--- src/rtl/core/emg_time_domain_features_unit_assert.svh ---
// ============================================================================
// EMG feature unit assertion macros
// Concurrent assertion wrappers, clocked on clk and disabled while rst_n is low.
// ============================================================================
`ifndef EMG_TIME_DOMAIN_FEATURES_UNIT_ASSERT_SVH
`define EMG_TIME_DOMAIN_FEATURES_UNIT_ASSERT_SVH
`ifndef SYNTHESIS
// A property that must hold at every clock edge.
`define EMG_TDF_ASSERT(lbl, prop) \
    lbl: assert property (@(posedge clk) disable iff (!rst_n) (prop)) \
        else $error("assertion failed: %m");
// A consequence that must hold in the same cycle as its trigger.
`define EMG_TDF_ASSERT_IMPL(lbl, ante, cons) \
    lbl: assert property (@(posedge clk) disable iff (!rst_n) (ante) |-> (cons)) \
        else $error("assertion failed: %m");
// A consequence that must hold in the cycle after its trigger.
`define EMG_TDF_ASSERT_NEXT(lbl, ante, cons) \
    lbl: assert property (@(posedge clk) disable iff (!rst_n) (ante) |=> (cons)) \
        else $error("assertion failed: %m");
`else
`define EMG_TDF_ASSERT(lbl, prop)
`define EMG_TDF_ASSERT_IMPL(lbl, ante, cons)
`define EMG_TDF_ASSERT_NEXT(lbl, ante, cons)
`endif
`endif

--- src/rtl/core/emg_tdf_pkg.sv ---
// ============================================================================
// EMG feature unit package
// Field widths, register codes and payload types shared by the feature unit.
// ============================================================================
package emg_tdf_pkg;

    localparam int CHANNEL_BITS   = 3;
    localparam int SAMPLE_BITS    = 16;
    localparam int LAG            = 2;
    localparam int TAPS           = 2 * LAG;
    localparam int WINDOW_MAX     = 256;
    localparam int POS_BITS       = 9;
    localparam int SUM_BITS       = 24;
    localparam int LEN_BITS       = 25;
    localparam int COUNT_BITS     = 9;
    localparam int LEVEL_BITS     = 15;
    localparam int RECIP_BITS     = 24;
    localparam int RATE_BITS      = 16;

    // Right shifts that bring each product back to its output format.
    localparam int MEAN_SHIFT     = 24;
    localparam int LEN_SHIFT      = 25;
    localparam int RATE_SHIFT     = 8;

    localparam int CFG_INDEX_BITS = 2;
    localparam int CFG_DATA_BITS  = 24;

    localparam logic [CFG_INDEX_BITS-1:0] CFG_DEADZONE          = 2'd0;
    localparam logic [CFG_INDEX_BITS-1:0] CFG_TURN_THRESHOLD    = 2'd1;
    localparam logic [CFG_INDEX_BITS-1:0] CFG_WINDOW_RECIPROCAL = 2'd2;

    localparam logic [LEVEL_BITS-1:0] DEADZONE_RESET       = 15'd33;
    localparam logic [LEVEL_BITS-1:0] TURN_THRESHOLD_RESET = 15'd49;
    localparam logic [RECIP_BITS-1:0] RECIPROCAL_RESET     = 24'd111848;

    localparam int RESULT_DEPTH   = 4;
    localparam int RESULT_PTR_BITS = 2;
    localparam int RESULT_CNT_BITS = 3;

    typedef struct packed {
        logic [CHANNEL_BITS-1:0]       channel;
        logic signed [SAMPLE_BITS-1:0] sample;
        logic                          last_sample;
    } sample_t;

    typedef struct packed {
        logic [CHANNEL_BITS-1:0]       out_channel;
        logic signed [SAMPLE_BITS-1:0] mean_value;
        logic [RATE_BITS-1:0]          length_rate;
        logic [RATE_BITS-1:0]          zero_rate;
        logic [RATE_BITS-1:0]          turn_rate;
        logic [COUNT_BITS-1:0]         zero_total;
        logic [COUNT_BITS-1:0]         turn_total;
    } feature_t;

    typedef struct packed {
        logic [LEVEL_BITS-1:0] deadzone;
        logic [LEVEL_BITS-1:0] turn_threshold;
        logic [RECIP_BITS-1:0] window_reciprocal;
    } cfg_t;

    // One channel's entry of the state memory; taps[0] is the newest sample.
    typedef struct packed {
        logic [TAPS-1:0][SAMPLE_BITS-1:0] taps;
        logic signed [SUM_BITS-1:0]       sum;
        logic [LEN_BITS-1:0]              length;
        logic [COUNT_BITS-1:0]            crossings;
        logic [COUNT_BITS-1:0]            turns;
        logic [POS_BITS-1:0]              position;
    } state_t;

    // Accumulated totals of a closed window, before scaling.
    typedef struct packed {
        logic [CHANNEL_BITS-1:0]    channel;
        logic signed [SUM_BITS-1:0] sum;
        logic [LEN_BITS-1:0]        length;
        logic [COUNT_BITS-1:0]      crossings;
        logic [COUNT_BITS-1:0]      turns;
    } window_t;

endpackage

--- src/rtl/core/emg_tdf_state_mem.sv ---
// ============================================================================
// EMG feature unit state memory
// Per-channel state store with registered read, entry valid bits and a
// one-entry forward of the most recent write.
// ============================================================================
module emg_tdf_state_mem #(
    parameter int CHANNELS = 8
) (
    input  logic                                   clk,
    input  logic                                   rst_n,
    input  logic                                   rd_en,
    input  logic [((CHANNELS > 1) ? $clog2(CHANNELS) : 1)-1:0] rd_index,
    input  logic                                   wr_en,
    input  logic [((CHANNELS > 1) ? $clog2(CHANNELS) : 1)-1:0] wr_index,
    input  emg_tdf_pkg::state_t                    wr_data,
    input  logic [((CHANNELS > 1) ? $clog2(CHANNELS) : 1)-1:0] cur_index,
    output emg_tdf_pkg::state_t                    state
);

    localparam int INDEX_BITS = (CHANNELS > 1) ? $clog2(CHANNELS) : 1;

    emg_tdf_pkg::state_t   mem [CHANNELS];
    logic [CHANNELS-1:0]   written_reg;
    emg_tdf_pkg::state_t   rd_data_reg;
    logic                  rd_written_reg;
    emg_tdf_pkg::state_t   fwd_data_reg;
    logic [INDEX_BITS-1:0] fwd_index_reg;
    logic                  fwd_valid_reg;

    always_ff @(posedge clk)
    begin
        if (wr_en)
        begin
            mem[wr_index] <= wr_data;
        end
        if (rd_en)
        begin
            rd_data_reg <= mem[rd_index];
        end
    end

    always_ff @(posedge clk)
    begin
        if (wr_en)
        begin
            fwd_data_reg  <= wr_data;
            fwd_index_reg <= wr_index;
        end
    end

    always_ff @(posedge clk or negedge rst_n)
    begin
        if (!rst_n)
        begin
            written_reg    <= '0;
            rd_written_reg <= 1'b0;
            fwd_valid_reg  <= 1'b0;
        end
        else
        begin
            if (wr_en)
            begin
                written_reg[wr_index] <= 1'b1;
                fwd_valid_reg         <= 1'b1;
            end
            if (rd_en)
            begin
                rd_written_reg <= written_reg[rd_index];
            end
        end
    end

    // A read that races the write at the same edge returns the old entry, so the
    // last written value wins whenever it belongs to the same channel.
    always_comb
    begin
        if (fwd_valid_reg && (fwd_index_reg == cur_index))
        begin
            state = fwd_data_reg;
        end
        else if (rd_written_reg)
        begin
            state = rd_data_reg;
        end
        else
        begin
            state = '0;
        end
    end

endmodule

--- config.mk ---
export PLATFORM = sky130hd
export DESIGN_NAME = emg_tdf_state_mem
export DESIGN_NICKNAME = d
export VERILOG_FILES = /design/src/rtl/core/emg_time_domain_features_unit_assert.svh /design/src/rtl/core/emg_tdf_pkg.sv /design/src/rtl/core/emg_tdf_state_mem.sv
export SDC_FILE = /design/constraint.sdc
export NUM_CORES = 1
export LEC_CHECK = 0
export BUFFER_PORTS_ARGS = -buffer_cell sky130_fd_sc_hd__buf_2
export CAP_MARGIN = 20
export CELL_PAD_IN_SITES_DETAIL_PLACEMENT = 0
export CELL_PAD_IN_SITES_GLOBAL_PLACEMENT = 1
export CORE_ASPECT_RATIO = 0.9
export CORE_MARGIN = 10
export CORE_UTILIZATION = 51
export DETAILED_ROUTE_END_ITERATION = 7
export GPL_ROUTABILITY_DRIVEN = 0
export PLACE_DENSITY_LB_ADDON = 0.1
export SLEW_MARGIN = 10
export SYNTH_ARGS = -nofsm -noshare
export SYNTH_HDL_FRONTEND = slang
export SYNTH_SLANG_ARGS = --single-unit
--- constraint.sdc ---
create_clock -name clk -period 3.35 [get_ports clk]
set_input_delay 0.335 -clock clk [delete_from_list [all_inputs] [get_ports clk]]
set_output_delay 0.335 -clock clk [all_outputs]
set_load 0.005 [all_outputs]
==> run metrics <==
FILL cells=7584; Post-DRT Antenna Nets=0; Core Rows=~110; syn nets=~2500; cell area after layout=63800 um2; Crit Path Max Fanout=65; Synth Warn #=0; placed wire-length estimate=between 60 and 70 mm; first-pass GRT wire length=176 mm; DR vias/cell=5.64; total power density per cell area=614 nW/um2; Required @ worst endpoint=approximately 3.0 ns; TritonCTS clock tree=done; final setup fails=0; Max Cap Viol=0; Die Area=~120000 um2; CTS buffer count=around 140; Slew Limit Fails=0; top post-synthesis cells by area=edfxtp_1 (78%), mux4_2 (12%), mux2i_1 (2.7%); Max Fclk=roughly 0.31 GHz; Yosys top cell area share=0.781; type of the worst setup path=reg2out; DP Worst Slack=between 0.8 and 0.9 ns; crit path launch type=register; I/O Buffers=between 200 and 300; worst clock skew=about 0.015 ns; Cells after DPL=about 4000; Bufs on Longest Clock Path=3; DR pass1 iterations=5; Max-slew headroom=0.362; layout net count=3105; most common library cell in the layout ignoring fill and taps=edfxtp_1; crit path launch=fwd_index_reg[1]; synthesized area=53900 um2; Tcrit/Tclk final=0.950; Cell Count, Final, Fillers Out=about 4400; Yosys reg bits=approximately 1400; initial antenna violation count=8; leak pwr=around 23 nW; Die W=363 um; initial core utilization=0.513; die height=about 330 um; vias in the first global route=around 27000; Root Driver=clkbuf_16; Area Overhead vs Synth=18.3%; syn_area_per_cell=22.5 um2; status=completed; vias=approximately 25000; sequential element share of the synthesized area=0.786; Setup WS post-layout=approximately 0.17 ns; RSZ-0062 raised after global routing=false; largest net degree at the start of global routing=92; Clk Latency, worst-skew pair=~0.73 ns; DR DRC count=0; WP data arrival=approximately 2.9 ns; area of the multi-input gates=10200 um2; Fin. Hold Viols=0; max reg flops=around 1100; commonest non-fill, non-tap cells in the layout=edfxtp_1 (1403), buf_2 (287), mux4_2 (281); Mapped Cells=2396; total global routing overflow=0; CTS Sinks=around 1400; min cycle time layout=about 3.2 ns; Reg-to-Reg Start=mem[6][97]; Ports=between 200 and 300; layout cells sized above 1=0.331; total track usage=0.200; H-Tree Level Count=4; Fin Setup TNS=0 ns; largest area contributor in the netlist=edfxtp_1; Reg clk slew, reported paths=0.06 ns; worst min path class=in2async; VDD IR max=0.000455 V; DP Area=a little under 60000 um2; Core ar.=roughly 110000 um2; DR iter-0 viols=around 2000; post-synth cell types=19; CP endpoint kind=output pin; DRT Wirelength=~120 mm; worst slew pin tran=approximately 0.95 ns; wire per inst=~26 um; Storage cell area=about 42000 um2
## worst max-delay path, stage by stage, from the launching register on
cell,delay (ns)
edfxtp_1,0.39
xnor2_1,0.14
nand4_1,0.10
buf_4,0.20
buf_12,0.40
mux2i_1,0.58
buf_2,0.24
## area by class of cell
type,count,share of cell area
antenna,4,0.000157
clock buffer,181,0.0614
clock inverter,71,0.0121
inverter,141,0.00830
multi-input combinational,732,0.160
sequential,1413,0.665
tap,1380,0.0271
timing repair buffer,521,0.0661
## synth_stat cells (all sizes together)
cell       n
mux4     281
nor2       6
nor3       2
or2        9
mux2     140
nand4      1
nand2b     3
xnor2      3
buf       69
nand2    142
edfxtp  1403
mux2i    145
dfrtp     10
inv      141
clkbuf    41
## through the flow
step / total power (W) / hold WS (ns) / utilization
4_1_cts: 0.0396 / 0.00536 / 0.606
5_1_grt: 0.0405 / 0.0256 / 0.606
2_1_floorplan: 0.0223 / 0.0394 / -
3_5_place_dp: 0.0236 / 0.254 / 0.548
6_report: 0.0391 / 0.0551 / 0.606
3_3_place_gp: 0.0235 / 0.248 / 0.548
## worst paths after layout
check	endpoint	slack [ns]	cells after the start
min	fwd_valid_reg	0.06	2
max reg2reg	rd_data_reg[97]	1.95	2
min reg2reg	written_reg[1]	0.46	1
min in group clk	rd_data_reg[124]	0.08	1
max in group asynchronous	rd_written_reg	3.00	2
max	state[52]	0.17	6
## routing by layer
metal / up-vias / wire length, um / GRT usage / share of wire
li1: 10800 / - / - / -
met1: 13500 / 50400 / 0.269 / 0.43
met2: 652 / 59000 / 0.335 / 0.50
met3: 143 / 6310 / 0.0398 / 0.054
met4: 6 / 1970 / 0.0499 / 0.017
met5: - / 41 / 0 / 0.00035
## power by group
part / total [W] / switching, W / internal [W]
clock network: 0.0159 / 0.00637 / 0.00954
logic: 0.00278 / 0.00151 / 0.00128
registers: 0.0205 / 0.000188 / 0.0203
## cell families (layout without fill, tap and decap cells)
kind of cell	count (synthesis)	after routing	share of synthesized area
buffers and inverters	251	914	0.0262
AND/OR/NAND/NOR	163	163	0.0120
XOR/XNOR	3	3	0.000487
multiplexers	566	566	0.175
other	0	4	0
flip-flops	1413	1413	0.786
## repair_timing
| action | CTS | global route |
|---|---|---|
| buffers inserted | 0 | 0 |
| hold buffers | 144 | 0 |
| endpoints found under the hold margin | 1273 | 0 |
| resized for setup | 0 | 1 |
| setup endpoints to repair | 0 | 1 |
Power figures use the tool's default switching activity.
