`config.mk`:
```
export PLATFORM = sky130hd
export DESIGN_NAME = emg_tdf_scale
export DESIGN_NICKNAME = d
export VERILOG_FILES = /design/src/rtl/core/emg_time_domain_features_unit_assert.svh /design/src/rtl/core/emg_tdf_pkg.sv /design/src/rtl/core/emg_tdf_scale.sv
export SDC_FILE = /design/constraint.sdc
export NUM_CORES = 2
export LEC_CHECK = 0
export ABC_AREA = 1
export BUFFER_PORTS_ARGS = -buffer_cell sky130_fd_sc_hd__buf_2
export CORE_ASPECT_RATIO = 1.1
export CORE_UTILIZATION = 50
export CTS_CLUSTER_SIZE = 8
export DETAILED_ROUTE_END_ITERATION = 8
export PLACE_DENSITY_LB_ADDON = 0.3
export SLEW_MARGIN = 10
export SYNTH_ARGS = -nofsm -noshare
export SYNTH_HDL_FRONTEND = slang
export SYNTH_SLANG_ARGS = --single-unit
export TNS_END_PERCENT = 20
```
`constraint.sdc`:
```
create_clock -name clk -period 9.29 [get_ports clk]
set_input_delay 0 -clock clk [delete_from_list [all_inputs] [get_ports clk]]
set_output_delay 0 -clock clk [all_outputs]
set_load 0.005 [all_outputs]
```
`src/rtl/core/emg_time_domain_features_unit_assert.svh`:
```
// ============================================================================
// EMG feature unit assertion macros
// Concurrent assertion wrappers, clocked on clk and disabled while rst_n is low.
// ============================================================================
`ifndef EMG_TIME_DOMAIN_FEATURES_UNIT_ASSERT_SVH
`define EMG_TIME_DOMAIN_FEATURES_UNIT_ASSERT_SVH
`ifndef SYNTHESIS
// A property that must hold at every clock edge.
`define EMG_TDF_ASSERT(lbl, prop) \
    lbl: assert property (@(posedge clk) disable iff (!rst_n) (prop)) \
        else $error("assertion failed: %m");
// A consequence that must hold in the same cycle as its trigger.
`define EMG_TDF_ASSERT_IMPL(lbl, ante, cons) \
    lbl: assert property (@(posedge clk) disable iff (!rst_n) (ante) |-> (cons)) \
        else $error("assertion failed: %m");
// A consequence that must hold in the cycle after its trigger.
`define EMG_TDF_ASSERT_NEXT(lbl, ante, cons) \
    lbl: assert property (@(posedge clk) disable iff (!rst_n) (ante) |=> (cons)) \
        else $error("assertion failed: %m");
`else
`define EMG_TDF_ASSERT(lbl, prop)
`define EMG_TDF_ASSERT_IMPL(lbl, ante, cons)
`define EMG_TDF_ASSERT_NEXT(lbl, ante, cons)
`endif
`endif

```
`src/rtl/core/emg_tdf_pkg.sv`:
```
// ============================================================================
// EMG feature unit package
// Field widths, register codes and payload types shared by the feature unit.
// ============================================================================
package emg_tdf_pkg;

    localparam int CHANNEL_BITS   = 3;
    localparam int SAMPLE_BITS    = 16;
    localparam int LAG            = 2;
    localparam int TAPS           = 2 * LAG;
    localparam int WINDOW_MAX     = 256;
    localparam int POS_BITS       = 9;
    localparam int SUM_BITS       = 24;
    localparam int LEN_BITS       = 25;
    localparam int COUNT_BITS     = 9;
    localparam int LEVEL_BITS     = 15;
    localparam int RECIP_BITS     = 24;
    localparam int RATE_BITS      = 16;

    // Right shifts that bring each product back to its output format.
    localparam int MEAN_SHIFT     = 24;
    localparam int LEN_SHIFT      = 25;
    localparam int RATE_SHIFT     = 8;

    localparam int CFG_INDEX_BITS = 2;
    localparam int CFG_DATA_BITS  = 24;

    localparam logic [CFG_INDEX_BITS-1:0] CFG_DEADZONE          = 2'd0;
    localparam logic [CFG_INDEX_BITS-1:0] CFG_TURN_THRESHOLD    = 2'd1;
    localparam logic [CFG_INDEX_BITS-1:0] CFG_WINDOW_RECIPROCAL = 2'd2;

    localparam logic [LEVEL_BITS-1:0] DEADZONE_RESET       = 15'd33;
    localparam logic [LEVEL_BITS-1:0] TURN_THRESHOLD_RESET = 15'd49;
    localparam logic [RECIP_BITS-1:0] RECIPROCAL_RESET     = 24'd111848;

    localparam int RESULT_DEPTH   = 4;
    localparam int RESULT_PTR_BITS = 2;
    localparam int RESULT_CNT_BITS = 3;

    typedef struct packed {
        logic [CHANNEL_BITS-1:0]       channel;
        logic signed [SAMPLE_BITS-1:0] sample;
        logic                          last_sample;
    } sample_t;

    typedef struct packed {
        logic [CHANNEL_BITS-1:0]       out_channel;
        logic signed [SAMPLE_BITS-1:0] mean_value;
        logic [RATE_BITS-1:0]          length_rate;
        logic [RATE_BITS-1:0]          zero_rate;
        logic [RATE_BITS-1:0]          turn_rate;
        logic [COUNT_BITS-1:0]         zero_total;
        logic [COUNT_BITS-1:0]         turn_total;
    } feature_t;

    typedef struct packed {
        logic [LEVEL_BITS-1:0] deadzone;
        logic [LEVEL_BITS-1:0] turn_threshold;
        logic [RECIP_BITS-1:0] window_reciprocal;
    } cfg_t;

    // One channel's entry of the state memory; taps[0] is the newest sample.
    typedef struct packed {
        logic [TAPS-1:0][SAMPLE_BITS-1:0] taps;
        logic signed [SUM_BITS-1:0]       sum;
        logic [LEN_BITS-1:0]              length;
        logic [COUNT_BITS-1:0]            crossings;
        logic [COUNT_BITS-1:0]            turns;
        logic [POS_BITS-1:0]              position;
    } state_t;

    // Accumulated totals of a closed window, before scaling.
    typedef struct packed {
        logic [CHANNEL_BITS-1:0]    channel;
        logic signed [SUM_BITS-1:0] sum;
        logic [LEN_BITS-1:0]        length;
        logic [COUNT_BITS-1:0]      crossings;
        logic [COUNT_BITS-1:0]      turns;
    } window_t;

endpackage

```
`src/rtl/core/emg_tdf_scale.sv`:
```
// ============================================================================
// EMG feature unit scaling stage
// Registers the window totals, then multiplies them by the window reciprocal
// and rounds and saturates the products into the feature record.
// ============================================================================
module emg_tdf_scale (
    input  logic                   clk,
    input  logic                   rst_n,
    input  logic                   start,
    input  emg_tdf_pkg::window_t   window,
    input  emg_tdf_pkg::cfg_t      cfg,
    output logic                   result_valid,
    output emg_tdf_pkg::feature_t  result
);

    localparam int SB   = emg_tdf_pkg::SAMPLE_BITS;
    localparam int RB   = emg_tdf_pkg::RECIP_BITS;
    localparam int CB   = emg_tdf_pkg::COUNT_BITS;
    localparam int QB   = emg_tdf_pkg::RATE_BITS;
    localparam int MS   = emg_tdf_pkg::MEAN_SHIFT;
    localparam int LS   = emg_tdf_pkg::LEN_SHIFT;
    localparam int RS   = emg_tdf_pkg::RATE_SHIFT;
    localparam int PMB  = emg_tdf_pkg::SUM_BITS + RB + 1;
    localparam int PLB  = emg_tdf_pkg::LEN_BITS + RB;
    localparam int PCB  = CB + RB;
    localparam int MSB_BITS = PMB + 1 - MS;

    localparam logic signed [PMB:0] MEAN_HALF = (PMB+1)'(64'sd1 <<< (MS - 1));
    localparam logic [PLB:0]        LEN_HALF  = (PLB+1)'(64'd1 << (LS - 1));
    localparam logic [PCB:0]        RATE_HALF = (PCB+1)'(64'd1 << (RS - 1));
    localparam logic signed [MSB_BITS-1:0] MEAN_HI = MSB_BITS'((64'sd1 <<< (SB - 1)) - 64'sd1);
    localparam logic signed [MSB_BITS-1:0] MEAN_LO = MSB_BITS'(-(64'sd1 <<< (SB - 1)));

    logic                                     valid_reg;
    logic [emg_tdf_pkg::CHANNEL_BITS-1:0]     channel_reg;
    logic signed [emg_tdf_pkg::SUM_BITS-1:0]  sum_reg;
    logic [emg_tdf_pkg::LEN_BITS-1:0]         length_reg;
    logic [CB-1:0]                            crossings_reg;
    logic [CB-1:0]                            turns_reg;

    logic signed [PMB-1:0]                    prod_mean;
    logic [PLB-1:0]                           prod_len;
    logic [PCB-1:0]                           prod_zero;
    logic [PCB-1:0]                           prod_turn;

    logic signed [PMB:0]                      mean_round;
    logic signed [MSB_BITS-1:0]               mean_shift;
    logic [PLB:0]                             len_round;

    function automatic logic [QB-1:0] count_rate(input logic [PCB-1:0] prod);
        logic [PCB:0] rounded;
        rounded = (PCB+1)'(prod) + RATE_HALF;
        return (|rounded[PCB:RS+QB]) ? '1 : rounded[RS+QB-1:RS];
    endfunction

    always_ff @(posedge clk or negedge rst_n)
    begin
        if (!rst_n)
        begin
            valid_reg <= 1'b0;
        end
        else
        begin
            valid_reg <= start;
        end
    end

    always_ff @(posedge clk)
    begin
        if (start)
        begin
            channel_reg   <= window.channel;
            sum_reg       <= window.sum;
            length_reg    <= window.length;
            crossings_reg <= window.crossings;
            turns_reg     <= window.turns;
        end
    end

    // The multipliers start from registered totals, away from the state update.
    assign prod_mean = sum_reg * $signed({1'b0, cfg.window_reciprocal});
    assign prod_len  = length_reg * cfg.window_reciprocal;
    assign prod_zero = crossings_reg * cfg.window_reciprocal;
    assign prod_turn = turns_reg * cfg.window_reciprocal;

    // The arithmetic shift of the biased product floors toward minus infinity.
    assign mean_round = (PMB+1)'(prod_mean) + MEAN_HALF;
    assign mean_shift = $signed(mean_round[PMB:MS]);
    assign len_round  = (PLB+1)'(prod_len) + LEN_HALF;

    assign result_valid       = valid_reg;
    assign result.out_channel = channel_reg;
    assign result.zero_total  = crossings_reg;
    assign result.turn_total  = turns_reg;
    assign result.zero_rate   = count_rate(prod_zero);
    assign result.turn_rate   = count_rate(prod_turn);

    always_comb
    begin
        if (mean_shift > MEAN_HI)
        begin
            result.mean_value = {1'b0, {(SB-1){1'b1}}};
        end
        else if (mean_shift < MEAN_LO)
        begin
            result.mean_value = {1'b1, {(SB-1){1'b0}}};
        end
        else
        begin
            result.mean_value = mean_shift[SB-1:0];
        end
    end

    assign result.length_rate = (|len_round[PLB:LS+QB]) ? '1 : len_round[LS+QB-1:LS];

endmodule

```
==> load_flow_metrics.sql <==
INSERT INTO impl_metrics (metric_group, metric, value, unit) VALUES
('placement', 'hpwlAfterDp', '131400', 'microns'),
('final_layout', 'area_grow_syn2layout', '5.778', '%'),
('final_layout', 'largest_reg_flops', '25', ''),
('placement', 'place_congestion', '0.9691', ''),
('global_route', 'number_of_global_route_vias_before_repair', '52120', ''),
('clock_network', 'clock_sinks', '71', ''),
('final_layout', 'nNetsFinal', '9810', ''),
('sta', 'unrepaired_setup_endpoints_after_global_routing', 'no', ''),
('floorplanning', 'die_area', '119100', 'sq um'),
('sta', 'fin_crit', '8.175', 'ns'),
('clock_network', 'clk_pin_slew_worst_paths', '0.10', 'ns'),
('min_path', 'timing.hold.worst.class', 'input port to flip-flop', ''),
('route', 'postRouteAntennaNets', '0', ''),
('floorplanning', 'core_area', '116400', 'sq um'),
('clock_network', 'cts_inserted_buffers', '9', ''),
('synthesis', 'syn_avg_cell_area', '7.568', 'sq um'),
('clock_network', 'cts_tree', 'done', ''),
('synthesis', 'synth.largest_area_cell', 'sky130_fd_sc_hd__fa_1', ''),
('route', 'routed_wire_length_per_instance', '17.19', 'microns'),
('worst_setup_path', 'start_kind', 'flip-flop', ''),
('floorplanning', 'floorplan.initialDensity', '50.60', '%'),
('worst_setup_path', 'critPathMaxFanout', '18', ''),
('clock_network', 'cts.hold.buffers_added', '73', ''),
('synthesis', 'yosysWarningCount', '0', ''),
('sta', 'timing_max_transition_violations_final', '0', ''),
('synthesis', 'synth-seq-cells', '71', ''),
('clock_network', 'cts-root-to-sink-buffers', '2', ''),
('floorplanning', 'chipHeight', '361.9', 'microns'),
('min_path', 'instance_count_along_the_most_critical_hold_path', '2', ''),
('clock_network', 'cts_repair_resize_count', '0', ''),
('worst_setup_path', 'crit_required', '9.29', 'ns'),
('sta', 'final-setup-viol-count', '0', ''),
('clock_network', 'postCtsSetupBuffers', '0', ''),
('worst_setup_path', 'critical_path_arrival', '8.17', 'ns'),
('route', 'post-route-drc-count', '6', ''),
('synthesis', 'synth_enable_flop_cells', '70', ''),
('route', 'drt_pre_antenna_iters', '7', ''),
('run_status', 'failed_checks', 'design-rule violations', ''),
('synthesis', 'postSynthNetCount', '9757', ''),
('route', 'num_vias', '48160', ''),
('final_layout', 'num-fill-cells', '11330', ''),
('global_route', 'grt_pass1_wl', '265300', 'microns'),
('worst_setup_path', 'worst-setup-path-type', 'flip-flop to output pin', ''),
('min_path', 'min_to', 'sum_reg[22]', ''),
('synthesis', 'synth.area.top_cells', 'sky130_fd_sc_hd__fa_1, sky130_fd_sc_hd__inv_1, sky130_fd_sc_hd__nand2_1', ''),
('route', 'first_iter_violations', '2793', ''),
('sta', 'period_share', '88.00', '%'),
('route', 'finalWirelength', '161100', 'microns'),
('final_layout', 'final_layout_size_suffix_gt1_share', '5.218', '%'),
('min_path', 'hp-start', 'window[65]', ''),
('synthesis', 'synth.cells.most_frequent', 'sky130_fd_sc_hd__inv_1, sky130_fd_sc_hd__nand2_1, sky130_fd_sc_hd__fa_1', ''),
('sta', 'fmax', '0.1223', 'GHz'),
('worst_setup_path', 'end_kind', 'output pin', ''),
('route', 'post_drt_via_cell_ratio', '5.140', ''),
('sta', 'final.setup.tns', '0', 'ns'),
('sta', 'finalHoldViolations', '0', ''),
('sta', 'slew_headroom', '17.17', '%'),
('floorplanning', 'die_w', '329.2', 'microns'),
('clock_network', 'cts-root-buf', 'sky130_fd_sc_hd__clkbuf_16', ''),
('run_status', 'outcome', 'complete, but fails checks', ''),
('global_route', 'antenna_found_initial', '10', ''),
('synthesis', 'cell_area_synth', '58880', 'sq um'),
('flow_run', 'maxCapViolations', '0', ''),
('synthesis', 'synthDistinctLibCells', '53', ''),
('global_route', 'grt_max_degree', '49', ''),
('synthesis', 'yosysMostFrequentCell', 'sky130_fd_sc_hd__inv_1', ''),
('clock_network', 'h-tree-depth', '3', ''),
('placement', 'place.port_buffers', '182', ''),
('global_route', 'grt.overflow.total', '0', ''),
('final_layout', 'final_util', '53.52', '%'),
('floorplanning', 'floorplan.rows', '131', ''),
('synthesis', 'fraction_of_registers_with_async_set_or_reset_after_synthesis', '1.408', '%'),
('global_route', 'track_usage', '28.23', '%'),
('synthesis', 'synth_top_area_share', '44.10', '%'),
('synthesis', 'ys_dominant_reg_cell', 'sky130_fd_sc_hd__edfxtp_1', ''),
('synthesis', 'ys_seq_area_share', '3.612', '%'),
('floorplanning', 'design.portCount', '213', ''),
('sta', 'actual_slew_at_the_worst_max_slew_pin', '1.242', 'ns'),
('synthesis', 'syn-instance-count', '7780', '');
==> area by class of cell <==
type | count | area, sq um | share of cell area, %
Sequential cell | 71 | 2127 | 3.415
Clock inverter | 7 | 102.6 | 0.1647
Tap cell | 1529 | 1913 | 3.072
Timing Repair Buffer | 353 | 2392 | 3.841
Clock buffer | 9 | 225.2 | 0.3616
Inverter | 2373 | 8907 | 14.30
Antenna cell | 3 | 7.507 | 0.01205
Multi-Input combinational cell | 5025 | 46610 | 74.83
==> critical path, stage by stage, from the launching register on <==
cell	delay, ns
sky130_fd_sc_hd__edfxtp_1	1.07
sky130_fd_sc_hd__buf_4	0.31
sky130_fd_sc_hd__nand2_1	0.09
sky130_fd_sc_hd__fa_1	0.55
sky130_fd_sc_hd__inv_1	0.05
sky130_fd_sc_hd__fa_1	0.48
sky130_fd_sc_hd__inv_1	0.06
sky130_fd_sc_hd__fa_1	0.48
sky130_fd_sc_hd__fa_1	0.57
sky130_fd_sc_hd__fa_1	0.45
sky130_fd_sc_hd__fa_1	0.50
sky130_fd_sc_hd__inv_1	0.05
sky130_fd_sc_hd__fa_1	0.43
sky130_fd_sc_hd__ha_1	0.39
sky130_fd_sc_hd__nand2_1	0.11
sky130_fd_sc_hd__nor2_1	0.19
sky130_fd_sc_hd__inv_1	0.10
sky130_fd_sc_hd__nor4_1	0.33
sky130_fd_sc_hd__nand3_1	0.13
sky130_fd_sc_hd__nand3_1	0.13
sky130_fd_sc_hd__xnor2_1	0.14
sky130_fd_sc_hd__nand2_1	0.08
sky130_fd_sc_hd__nor2_2	0.63
sky130_fd_sc_hd__nand3_2	0.21
sky130_fd_sc_hd__buf_2	0.18
==> per-layer routing <==
metal | global-route usage, % | vias up | part of all wire [%]
met5 | 0 | - | 0.068
met4 | 10.84 | 16 | 4.0
met3 | 3.670 | 395 | 6.4
met2 | 49.09 | 1609 | 49
met1 | 35.55 | 24050 | 40
li1 | - | 22090 | -
==> cell families after synthesis <==
logic type,count (synthesis),synth area share [%]
and+or+nand+nor,2782,19.14
xor gates and xnor gates,73,1.086
buffers and inverters,2684,17.23
DFF,71,3.612
AOI/OAI and AO/OA,320,3.088
adders and majority gates,1850,55.85
==> through the flow <==
step,hold WS (ns),setup WS (ns),cells,cell area (sq um)
final,0.2671,1.115,9370,62280
after detailed placement,-0.2234,1.584,9278,61220
after CTS,0.2432,1.043,9367,62280
after floorplan,-0.2956,3.087,7780,58880
after global routing,0.2578,0.6758,9368,62280
after global placement,-0.2248,1.680,9278,61220
==> layout by cell type (no fill, tap or decap), drive strengths merged, types with 12 or more instances in the layout <==
master and instances:
a21o 14, o21ai 80, nor2 272, o21bai 19, nand4 32, xnor2 32, nand3 165, nand2 2252
nor3 28, edfxtp 70, a21oi 166, ha 553, a31oi 15, dlygate4sd3 73, or2 13, fa 1297
inv 2375, buf 280, xor2 41, o21a 12
==> worst max path at each step <==
stage            endpoint      startpoint
4_1_cts        result[62]  length_reg[15]
3_3_place_gp   result[58]  length_reg[16]
5_1_grt        result[58]  length_reg[16]
6_report       result[58]  length_reg[15]
2_1_floorplan  result[73]      sum_reg[9]
3_5_place_dp   result[62]  length_reg[15]
Power is not shown: default switching activity piles up to over one toggle a cycle in this logic, so the estimate is an artifact.
