<file path="src/rtl/core/emg_time_domain_features_unit_assert.svh">
// ============================================================================
// EMG feature unit assertion macros
// Concurrent assertion wrappers, clocked on clk and disabled while rst_n is low.
// ============================================================================
`ifndef EMG_TIME_DOMAIN_FEATURES_UNIT_ASSERT_SVH
`define EMG_TIME_DOMAIN_FEATURES_UNIT_ASSERT_SVH
`ifndef SYNTHESIS
// A property that must hold at every clock edge.
`define EMG_TDF_ASSERT(lbl, prop) \
    lbl: assert property (@(posedge clk) disable iff (!rst_n) (prop)) \
        else $error("assertion failed: %m");
// A consequence that must hold in the same cycle as its trigger.
`define EMG_TDF_ASSERT_IMPL(lbl, ante, cons) \
    lbl: assert property (@(posedge clk) disable iff (!rst_n) (ante) |-> (cons)) \
        else $error("assertion failed: %m");
// A consequence that must hold in the cycle after its trigger.
`define EMG_TDF_ASSERT_NEXT(lbl, ante, cons) \
    lbl: assert property (@(posedge clk) disable iff (!rst_n) (ante) |=> (cons)) \
        else $error("assertion failed: %m");
`else
`define EMG_TDF_ASSERT(lbl, prop)
`define EMG_TDF_ASSERT_IMPL(lbl, ante, cons)
`define EMG_TDF_ASSERT_NEXT(lbl, ante, cons)
`endif
`endif

</file>
<file path="src/rtl/core/emg_tdf_pkg.sv">
// ============================================================================
// EMG feature unit package
// Field widths, register codes and payload types shared by the feature unit.
// ============================================================================
package emg_tdf_pkg;

    localparam int CHANNEL_BITS   = 3;
    localparam int SAMPLE_BITS    = 16;
    localparam int LAG            = 2;
    localparam int TAPS           = 2 * LAG;
    localparam int WINDOW_MAX     = 256;
    localparam int POS_BITS       = 9;
    localparam int SUM_BITS       = 24;
    localparam int LEN_BITS       = 25;
    localparam int COUNT_BITS     = 9;
    localparam int LEVEL_BITS     = 15;
    localparam int RECIP_BITS     = 24;
    localparam int RATE_BITS      = 16;

    // Right shifts that bring each product back to its output format.
    localparam int MEAN_SHIFT     = 24;
    localparam int LEN_SHIFT      = 25;
    localparam int RATE_SHIFT     = 8;

    localparam int CFG_INDEX_BITS = 2;
    localparam int CFG_DATA_BITS  = 24;

    localparam logic [CFG_INDEX_BITS-1:0] CFG_DEADZONE          = 2'd0;
    localparam logic [CFG_INDEX_BITS-1:0] CFG_TURN_THRESHOLD    = 2'd1;
    localparam logic [CFG_INDEX_BITS-1:0] CFG_WINDOW_RECIPROCAL = 2'd2;

    localparam logic [LEVEL_BITS-1:0] DEADZONE_RESET       = 15'd33;
    localparam logic [LEVEL_BITS-1:0] TURN_THRESHOLD_RESET = 15'd49;
    localparam logic [RECIP_BITS-1:0] RECIPROCAL_RESET     = 24'd111848;

    localparam int RESULT_DEPTH   = 4;
    localparam int RESULT_PTR_BITS = 2;
    localparam int RESULT_CNT_BITS = 3;

    typedef struct packed {
        logic [CHANNEL_BITS-1:0]       channel;
        logic signed [SAMPLE_BITS-1:0] sample;
        logic                          last_sample;
    } sample_t;

    typedef struct packed {
        logic [CHANNEL_BITS-1:0]       out_channel;
        logic signed [SAMPLE_BITS-1:0] mean_value;
        logic [RATE_BITS-1:0]          length_rate;
        logic [RATE_BITS-1:0]          zero_rate;
        logic [RATE_BITS-1:0]          turn_rate;
        logic [COUNT_BITS-1:0]         zero_total;
        logic [COUNT_BITS-1:0]         turn_total;
    } feature_t;

    typedef struct packed {
        logic [LEVEL_BITS-1:0] deadzone;
        logic [LEVEL_BITS-1:0] turn_threshold;
        logic [RECIP_BITS-1:0] window_reciprocal;
    } cfg_t;

    // One channel's entry of the state memory; taps[0] is the newest sample.
    typedef struct packed {
        logic [TAPS-1:0][SAMPLE_BITS-1:0] taps;
        logic signed [SUM_BITS-1:0]       sum;
        logic [LEN_BITS-1:0]              length;
        logic [COUNT_BITS-1:0]            crossings;
        logic [COUNT_BITS-1:0]            turns;
        logic [POS_BITS-1:0]              position;
    } state_t;

    // Accumulated totals of a closed window, before scaling.
    typedef struct packed {
        logic [CHANNEL_BITS-1:0]    channel;
        logic signed [SUM_BITS-1:0] sum;
        logic [LEN_BITS-1:0]        length;
        logic [COUNT_BITS-1:0]      crossings;
        logic [COUNT_BITS-1:0]      turns;
    } window_t;

endpackage

</file>
<file path="src/rtl/core/emg_tdf_result_fifo.sv">
// ============================================================================
// EMG feature unit result queue
// Small first-in first-out queue of finished feature records in front of
// the output port.
// ============================================================================
module emg_tdf_result_fifo (
    input  logic                                        clk,
    input  logic                                        rst_n,
    input  logic                                        push,
    input  emg_tdf_pkg::feature_t                       push_data,
    input  logic                                        pop,
    output logic                                        head_valid,
    output emg_tdf_pkg::feature_t                       head_data,
    output logic [emg_tdf_pkg::RESULT_CNT_BITS-1:0]     count
);

    localparam int PTRB = emg_tdf_pkg::RESULT_PTR_BITS;
    localparam int CNTB = emg_tdf_pkg::RESULT_CNT_BITS;

    emg_tdf_pkg::feature_t entries [emg_tdf_pkg::RESULT_DEPTH];
    logic [PTRB-1:0]       wr_ptr_reg;
    logic [PTRB-1:0]       rd_ptr_reg;
    logic [CNTB-1:0]       count_reg;
    logic [CNTB-1:0]       count_next;

    always_ff @(posedge clk)
    begin
        if (push)
        begin
            entries[wr_ptr_reg] <= push_data;
        end
    end

    always_comb
    begin
        count_next = count_reg;
        if (push && !pop)
        begin
            count_next = count_reg + 1'b1;
        end
        else if (pop && !push)
        begin
            count_next = count_reg - 1'b1;
        end
    end

    always_ff @(posedge clk or negedge rst_n)
    begin
        if (!rst_n)
        begin
            wr_ptr_reg <= '0;
            rd_ptr_reg <= '0;
            count_reg  <= '0;
        end
        else
        begin
            if (push)
            begin
                wr_ptr_reg <= wr_ptr_reg + 1'b1;
            end
            if (pop)
            begin
                rd_ptr_reg <= rd_ptr_reg + 1'b1;
            end
            count_reg <= count_next;
        end
    end

    assign head_valid = count_reg != '0;
    assign head_data  = entries[rd_ptr_reg];
    assign count      = count_reg;

endmodule

</file>
<file path="config.mk">
export PLATFORM = sky130hd
export DESIGN_NAME = emg_tdf_result_fifo
export DESIGN_NICKNAME = d
export VERILOG_FILES = /design/src/rtl/core/emg_time_domain_features_unit_assert.svh /design/src/rtl/core/emg_tdf_pkg.sv /design/src/rtl/core/emg_tdf_result_fifo.sv
export SDC_FILE = /design/constraint.sdc
export NUM_CORES = 1
export LEC_CHECK = 0
export ABC_AREA = 1
export BUFFER_PORTS_ARGS = -buffer_cell sky130_fd_sc_hd__buf_2
export CORE_ASPECT_RATIO = 1.5
export CORE_MARGIN = 5
export CORE_UTILIZATION = 45
export CTS_BUF_LIST = sky130_fd_sc_hd__clkbuf_8
export CTS_CLUSTER_SIZE = 10
export DETAILED_ROUTE_END_ITERATION = 7
export PLACE_DENSITY_LB_ADDON = 0.25
export SYNTH_ARGS = -nofsm -noshare
export SYNTH_HDL_FRONTEND = slang
export SYNTH_SLANG_ARGS = --single-unit
</file>
<file path="constraint.sdc">
create_clock -name clk -period 2.5 [get_ports clk]
set_input_delay 0.625 -clock clk [delete_from_list [all_inputs] [get_ports clk]]
set_output_delay 0.625 -clock clk [all_outputs]
set_load 0.005 [all_outputs]
</file>
==> results of run 1 <==
[routing by layer]
metal	part of all wire	up-vias	track usage	wire length [um]
met2	0.54	181	0.3125	16740
met5	0.0020	-	0	61
met1	0.38	4041	0.1877	11930
li1	-	4105	-	-
met4	0.024	12	0.05201	748
met3	0.051	68	0.03940	1588
[cells in the final DEF (no fill, tap or decap), types with 6 or more instances in the layout]
cell type | Yosys | final
edfxtp_1 | 340 | 340
nand2_1 | 269 | 256
inv_1 | 181 | 198
buf_2 | 15 | 174
o211ai_1 | 92 | 92
o211ai_2 | 78 | 78
clkbuf_8 | 0 | 54
buf_12 | 0 | 16
buf_16 | 0 | 15
nand2_2 | 0 | 13
clkbuf_16 | 0 | 12
buf_6 | 29 | 12
clkinv_1 | 0 | 7
buf_4 | 10 | 6
[repair_timing]
action                                 4_1_cts  5_1_grt
endpoints found under the hold margin        7        0
setup buffers                                7        3
cloned                                      11       13
gates resized for setup                     48       21
pin swaps                                   46       79
setup endpoints to repair                   85       85
hold buffers                                 1        0
[metrics by stage]
step | total power, W | instances | setup WS (ns) | TNS, ns | instance area, um^2
6_report | 0.02100 | 1726 | -0.04900 | -0.7218 | 17620
4_1_cts | 0.02061 | 1708 | -0.09349 | -4.868 | 17220
2_1_floorplan | 0.01261 | 1040 | 0.009143 | 0 | 14390
3_5_place_dp | 0.01502 | 1598 | 0.4924 | 0 | 15740
3_3_place_gp | 0.01493 | 1598 | 0.4942 | 0 | 15740
5_1_grt | 0.02233 | 1725 | -0.1711 | -9.515 | 17620
[where the power goes]
group          internal (W)  switching [W]
Sequential          0.00762       0.000336
Clock               0.00240        0.00202
Combinational       0.00390        0.00474
[critical path: stages, from the launching register on]
cell and delay (ns):
dfrtp_4 0.49, buf_8 0.15, clkbuf_16 0.18, clkbuf_16 0.17, o211ai_1 0.15, nand2_1 0.09, buf_2 0.13
[layout make-up]
class	count	area (um^2)	area share
diodes	2	5.005	0.0002840
multi-input cells	453	2846	0.1615
flip-flops and latches	347	10390	0.5897
repair buffers	240	2155	0.1222
inverters	182	710.7	0.04032
well taps	410	513.0	0.02911
clock inverters	37	250.2	0.01420
clock buffers	54	743.2	0.04217
repair inverters	1	8.758	0.0004969
[how the worst max path moves through the flow]
stage,from,end,slack [ns],depth (start not counted)
global placement,rd_ptr_reg[1]$_DFFE_PN0P_,head_data[49],0.49,5
detailed placement,push,entries[1][33]$_DFFE_PP_,0.49,4
global route,rd_ptr_reg[0]$_DFFE_PN0P_,head_data[74],-0.17,6
floorplan,push,entries[0][0]$_DFFE_PP_,0.009,3
finish,rd_ptr_reg[0]$_DFFE_PN0P_,head_data[1],-0.05,6
CTS,rd_ptr_reg[0]$_DFFE_PN0P_,head_data[12],-0.09,5
[kinds of logic after synthesis]
kind of cell,count (synthesis)
XOR/XNOR,4
AO/OA/AOI/OAI,171
buffers and inverters,240
flip-flops,347
adder cells (fa/ha/maj),6
AND/OR/NAND/NOR,272
==> metrics, run 1 <==
Crit Path Class=register to output pin; mux contribution to synthesized area=0; hold endpoint=entries[2][44]$_DFFE_PP_; Worst Tran Pin Value=0.5000 ns; fillers=2613; Final nets=1371; top cells by count, synth=edfxtp_1, nand2_1, inv_1; Num CTS Buffers=51; count of cell types in the netlist=19; Power Dens Cells=1192 mW/mm^2; max reg flops=340; total number of vias=8407; Pre-antenna DRT Iters=4; most frequent cell after synthesis=edfxtp_1; first-pass GRT wire length=46.55 mm; Area Growth Syn to Fin=22.59%; Rows=80; Mapped Area=0.01438 mm^2; clock-pin slew of the registers on the worst-case setup and hold paths=0.06 ns; Worst Path Required=1.88 ns; Port-buffer cells=177; Die Area=0.03570 mm^2; Synth Area in XOR/XNOR=0.002437; DRC=0; ys flop type=edfxtp_1; FF-to-FF Start=wr_ptr_reg[1]$_DFFE_PN0P_; dpl hpwl=17.18 mm; Max VDD drop=0.7287 mV; flops & latches, synth=347; CTS max path bufs=3; reg2reg setup slack=0.69 ns; CP Launch Type=register; Root Buffer=clkbuf_8; Max transition margin=0.6660; Worst EP arrival=1.92 ns; max-cap viol count=0; share of the synthesized area in the top cell type=0.7102; Die H=228.9 um; min-delay worst type=input pin to register; largest net degree at the start of global routing=65; r2r endpoint=entries[1][33]$_DFFE_PP_; failing checks=setup timing; initial antenna violation count=8; CP Capture Type=output pin; gpl congestion=0.7216; max-slew violations=0; Worst Reg-to-Reg Cells=5; Starting Density=0.4531; Max Clock Freq=392.3 MHz; outcome=complete, but fails checks; Seq/Total Area, Yosys=0.7224; clk sink count=347; Ports=178; final hold vios=0; CTS tree=done; Die X=155.9 um; post-synthesis cell count=1040; Avg Vias per Cell=4.871; DRT Wirelength=31.07 mm; post-synthesis compound-gate area fraction=0.1163; fin worst setup slack=-0.04900 ns; Worst-Skew Late Latency=0.57 ns; Min-Delay Path Depth=1; min cycle time layout=2.549 ns; EDFF count, synth=340; largest family of logic cells by synthesized area=compound AO/OA/AOI/OAI gates; leading area contributor after synthesis=edfxtp_1; hold_ws=0.2649 ns; min-delay src=push_data[44]; total track usage=0.1681; Synth Area in Adders=0.005744; Post-Route Utilization=0.5554; CTS HTree Levels=2; layout cells sized above 1=0.3052; FFs w/ async S/R, synth=0.02017; total gr overflow=0; period utilization=1.020; RSZ-0062 raised after global routing=yes; CP Max Fanout=8; post-synthesis simple-gate area fraction=0.07128; Synth Warn #=0; Syn Nets=1135; total core area=0.03173 mm^2; Pleak=7.236 nW; clk_skew=0.01322 ns; number of routed nets with antenna violations=0; drt first-iter violations=271; Avg Inst Size Synth=13.82 um^2; DR WL/cell=18.00 um; Final setup viols=45; vias in the first global route=8644; Area contributors post-synth=edfxtp_1, nand2_1, o211ai_2
Power figures use the tool's default switching activity.
==> run 2, diff against run 1 <==
--- a/config.mk
+++ b/config.mk
@@ -14,4 +14,5 @@
 export CTS_CLUSTER_SIZE = 10
 export DETAILED_ROUTE_END_ITERATION = 7
+export HOLD_SLACK_MARGIN = 0.03
 export PLACE_DENSITY_LB_ADDON = 0.25
 export SYNTH_ARGS = -nofsm -noshare
==> constraint.sdc (replaced) <==
create_clock -name clk -period 2.5 [get_ports clk]
set_input_delay 0.625 -clock clk [delete_from_list [all_inputs] [get_ports clk]]
set_output_delay 0.625 -clock clk [all_outputs]
set_load 0.1 [all_outputs]
==> run 2 against run 1 <==
  * The flow still finishes with violations (setup timing)
  * Hold slack worse by 0.019 ns
  * Critical path type unchanged
  * Utilization is 3.6 points higher
  * Final cell count is 0.52% lower
==> metrics, run 2 (synthesis results as in run 1) <==
outcome=complete, but fails checks; failing checks=setup timing; Final Non-Filler Cells=1717; first-pass GRT wire length=48.28 mm; largest net degree at the start of global routing=60; area of the multi-input gates=0.002930 mm^2; initial antenna violation count=4; Die Area=0.03570 mm^2; Final nets=1366; Area Growth Syn to Fin=30.59%; Max Clock Freq=380.9 MHz; Avg Vias per Cell=4.963; CP Capture Type=output pin; CP Launch Type=register; Worst EP arrival=2.00 ns; Placed Area=0.01699 mm^2; max reg flops=340; total core area=0.03173 mm^2; CTS max path bufs=3; final hold vios=0; max-slew violations=0; clk sink count=347; min cycle time layout=2.625 ns; gpl congestion=0.7371; CTS HTree Levels=2; Worst-Skew Late Latency=0.58 ns; CTS tree=done; CP Max Fanout=35; leading cell type in the layout, fill and taps excluded=edfxtp_1; DRC=0; Max transition margin=0.6746; DRT Wirelength=32.64 mm; Ports=178; Die H=228.9 um; Die X=155.9 um; DR WL/cell=19.01 um; Inst Count DP=1595; total gr overflow=0; period utilization=1.050; Final setup viols=85; Port-buffer cells=177; most frequent cells in the layout=edfxtp_1, nand2_1, inv_1; clk_skew=0.01045 ns; Starting Density=0.4531; setup TNS=-5.920 ns; RSZ-0062 raised after global routing=yes; fin worst setup slack=-0.1254 ns; max-cap viol count=0; Rows=80; Root Buffer=clkbuf_8; number of routed nets with antenna violations=0; layout cells sized above 1=0.3195; vias in the first global route=8656; Worst Tran Pin Value=0.4880 ns; Num CTS Buffers=52; hold_ws=0.2457 ns; drt first-iter violations=348; fillers=2429; Final Cell Area=0.01877 mm^2; dpl hpwl=17.54 mm; Crit Path Class=register to output pin; Pre-antenna DRT Iters=4; clock-pin slew of the registers on the worst-case setup and hold paths=0.06 ns; total track usage=0.1762; min-delay worst type=input pin to register; total number of vias=8521; Worst Path Required=1.88 ns; Register Area=0.01039 mm^2
[run 2: cell types whose count changed in the layout (fill, tap and decap cells not counted), moves of 4 or more]
cell and change:
buf_12 +90, buf_2 -82, buf_6 -10, bufinv_16 -4
clkbuf_16 -4, clkinv_1 +5, inv_1 -4, nand2_1 -26
nand2_2 +24
[run 2: cell type report]
cell class / instances / share of cell area
diodes: 2 / 0.0002666
clock buffers: 53 / 0.03885
clock inverters: 35 / 0.007664
inverters: 182 / 0.03785
multi-input cells: 453 / 0.1561
flip-flops and latches: 347 / 0.5535
well taps: 410 / 0.02732
repair buffers: 234 / 0.1778
repair inverters: 1 / 0.0005998
[run 2: worst max-delay path, cell delays in order (launching register included)]
cell      delay (ns)
dfrtp_4         0.51
buf_12          0.17
buf_12          0.18
o211ai_1        0.21
nand2_2         0.13
buf_12          0.19
[run 2: path summary, 6_finish.rpt]
path / start / endpoint / slack, ns / cells after the start
hold reg to reg: count[2]$_DFFE_PN0P_ / count[2]$_DFFE_PN0P_ / 0.50 / 2
min in group asynchronous: rst_n / wr_ptr_reg[0]$_DFFE_PN0P_ / 0.42 / 2
hold / removal: push_data[25] / entries[0][25]$_DFFE_PP_ / 0.25 / 1
max in group asynchronous: rst_n / rd_ptr_reg[0]$_DFFE_PN0P_ / 1.88 / 2
setup reg to reg: wr_ptr_reg[1]$_DFFE_PN0P_ / entries[1][42]$_DFFE_PP_ / 0.74 / 5
setup / recovery: rd_ptr_reg[0]$_DFFE_PN0P_ / head_data[34] / -0.13 / 5
[run 2: routing by layer]
layer	track usage	up-vias	wire (um)
met4	0.06132	4	1053
met1	0.1996	4123	12000
met2	0.3249	215	17880
met3	0.03599	71	1684
met5	0	-	27
li1	-	4108	-
[run 2: through the flow]
| step | setup slack (ns) | util |
|---|---|---|
| final | -0.1254 | 0.5917 |
| after global routing | -0.2439 | 0.5916 |
| after CTS | -0.2034 | 0.5824 |
| after detailed placement | 0.3684 | 0.5355 |
| after global placement | 0.4055 | 0.5355 |
| after floorplan | 0.009143 | - |
[run 2: what timing repair did]
| item | in CTS | in global routing |
|---|---|---|
| pin swaps | 69 | 79 |
| hold buffers | 1 | 0 |
| endpoints found under the hold margin | 7 | 0 |
| setup endpoints to repair | 85 | 85 |
| buffers inserted | 13 | 0 |
| cloned | 12 | 8 |
| gates resized for setup | 39 | 39 |
Power of run 2 is not shown: default switching activity piles up to over one toggle a cycle in this logic, so the estimate is an artifact.
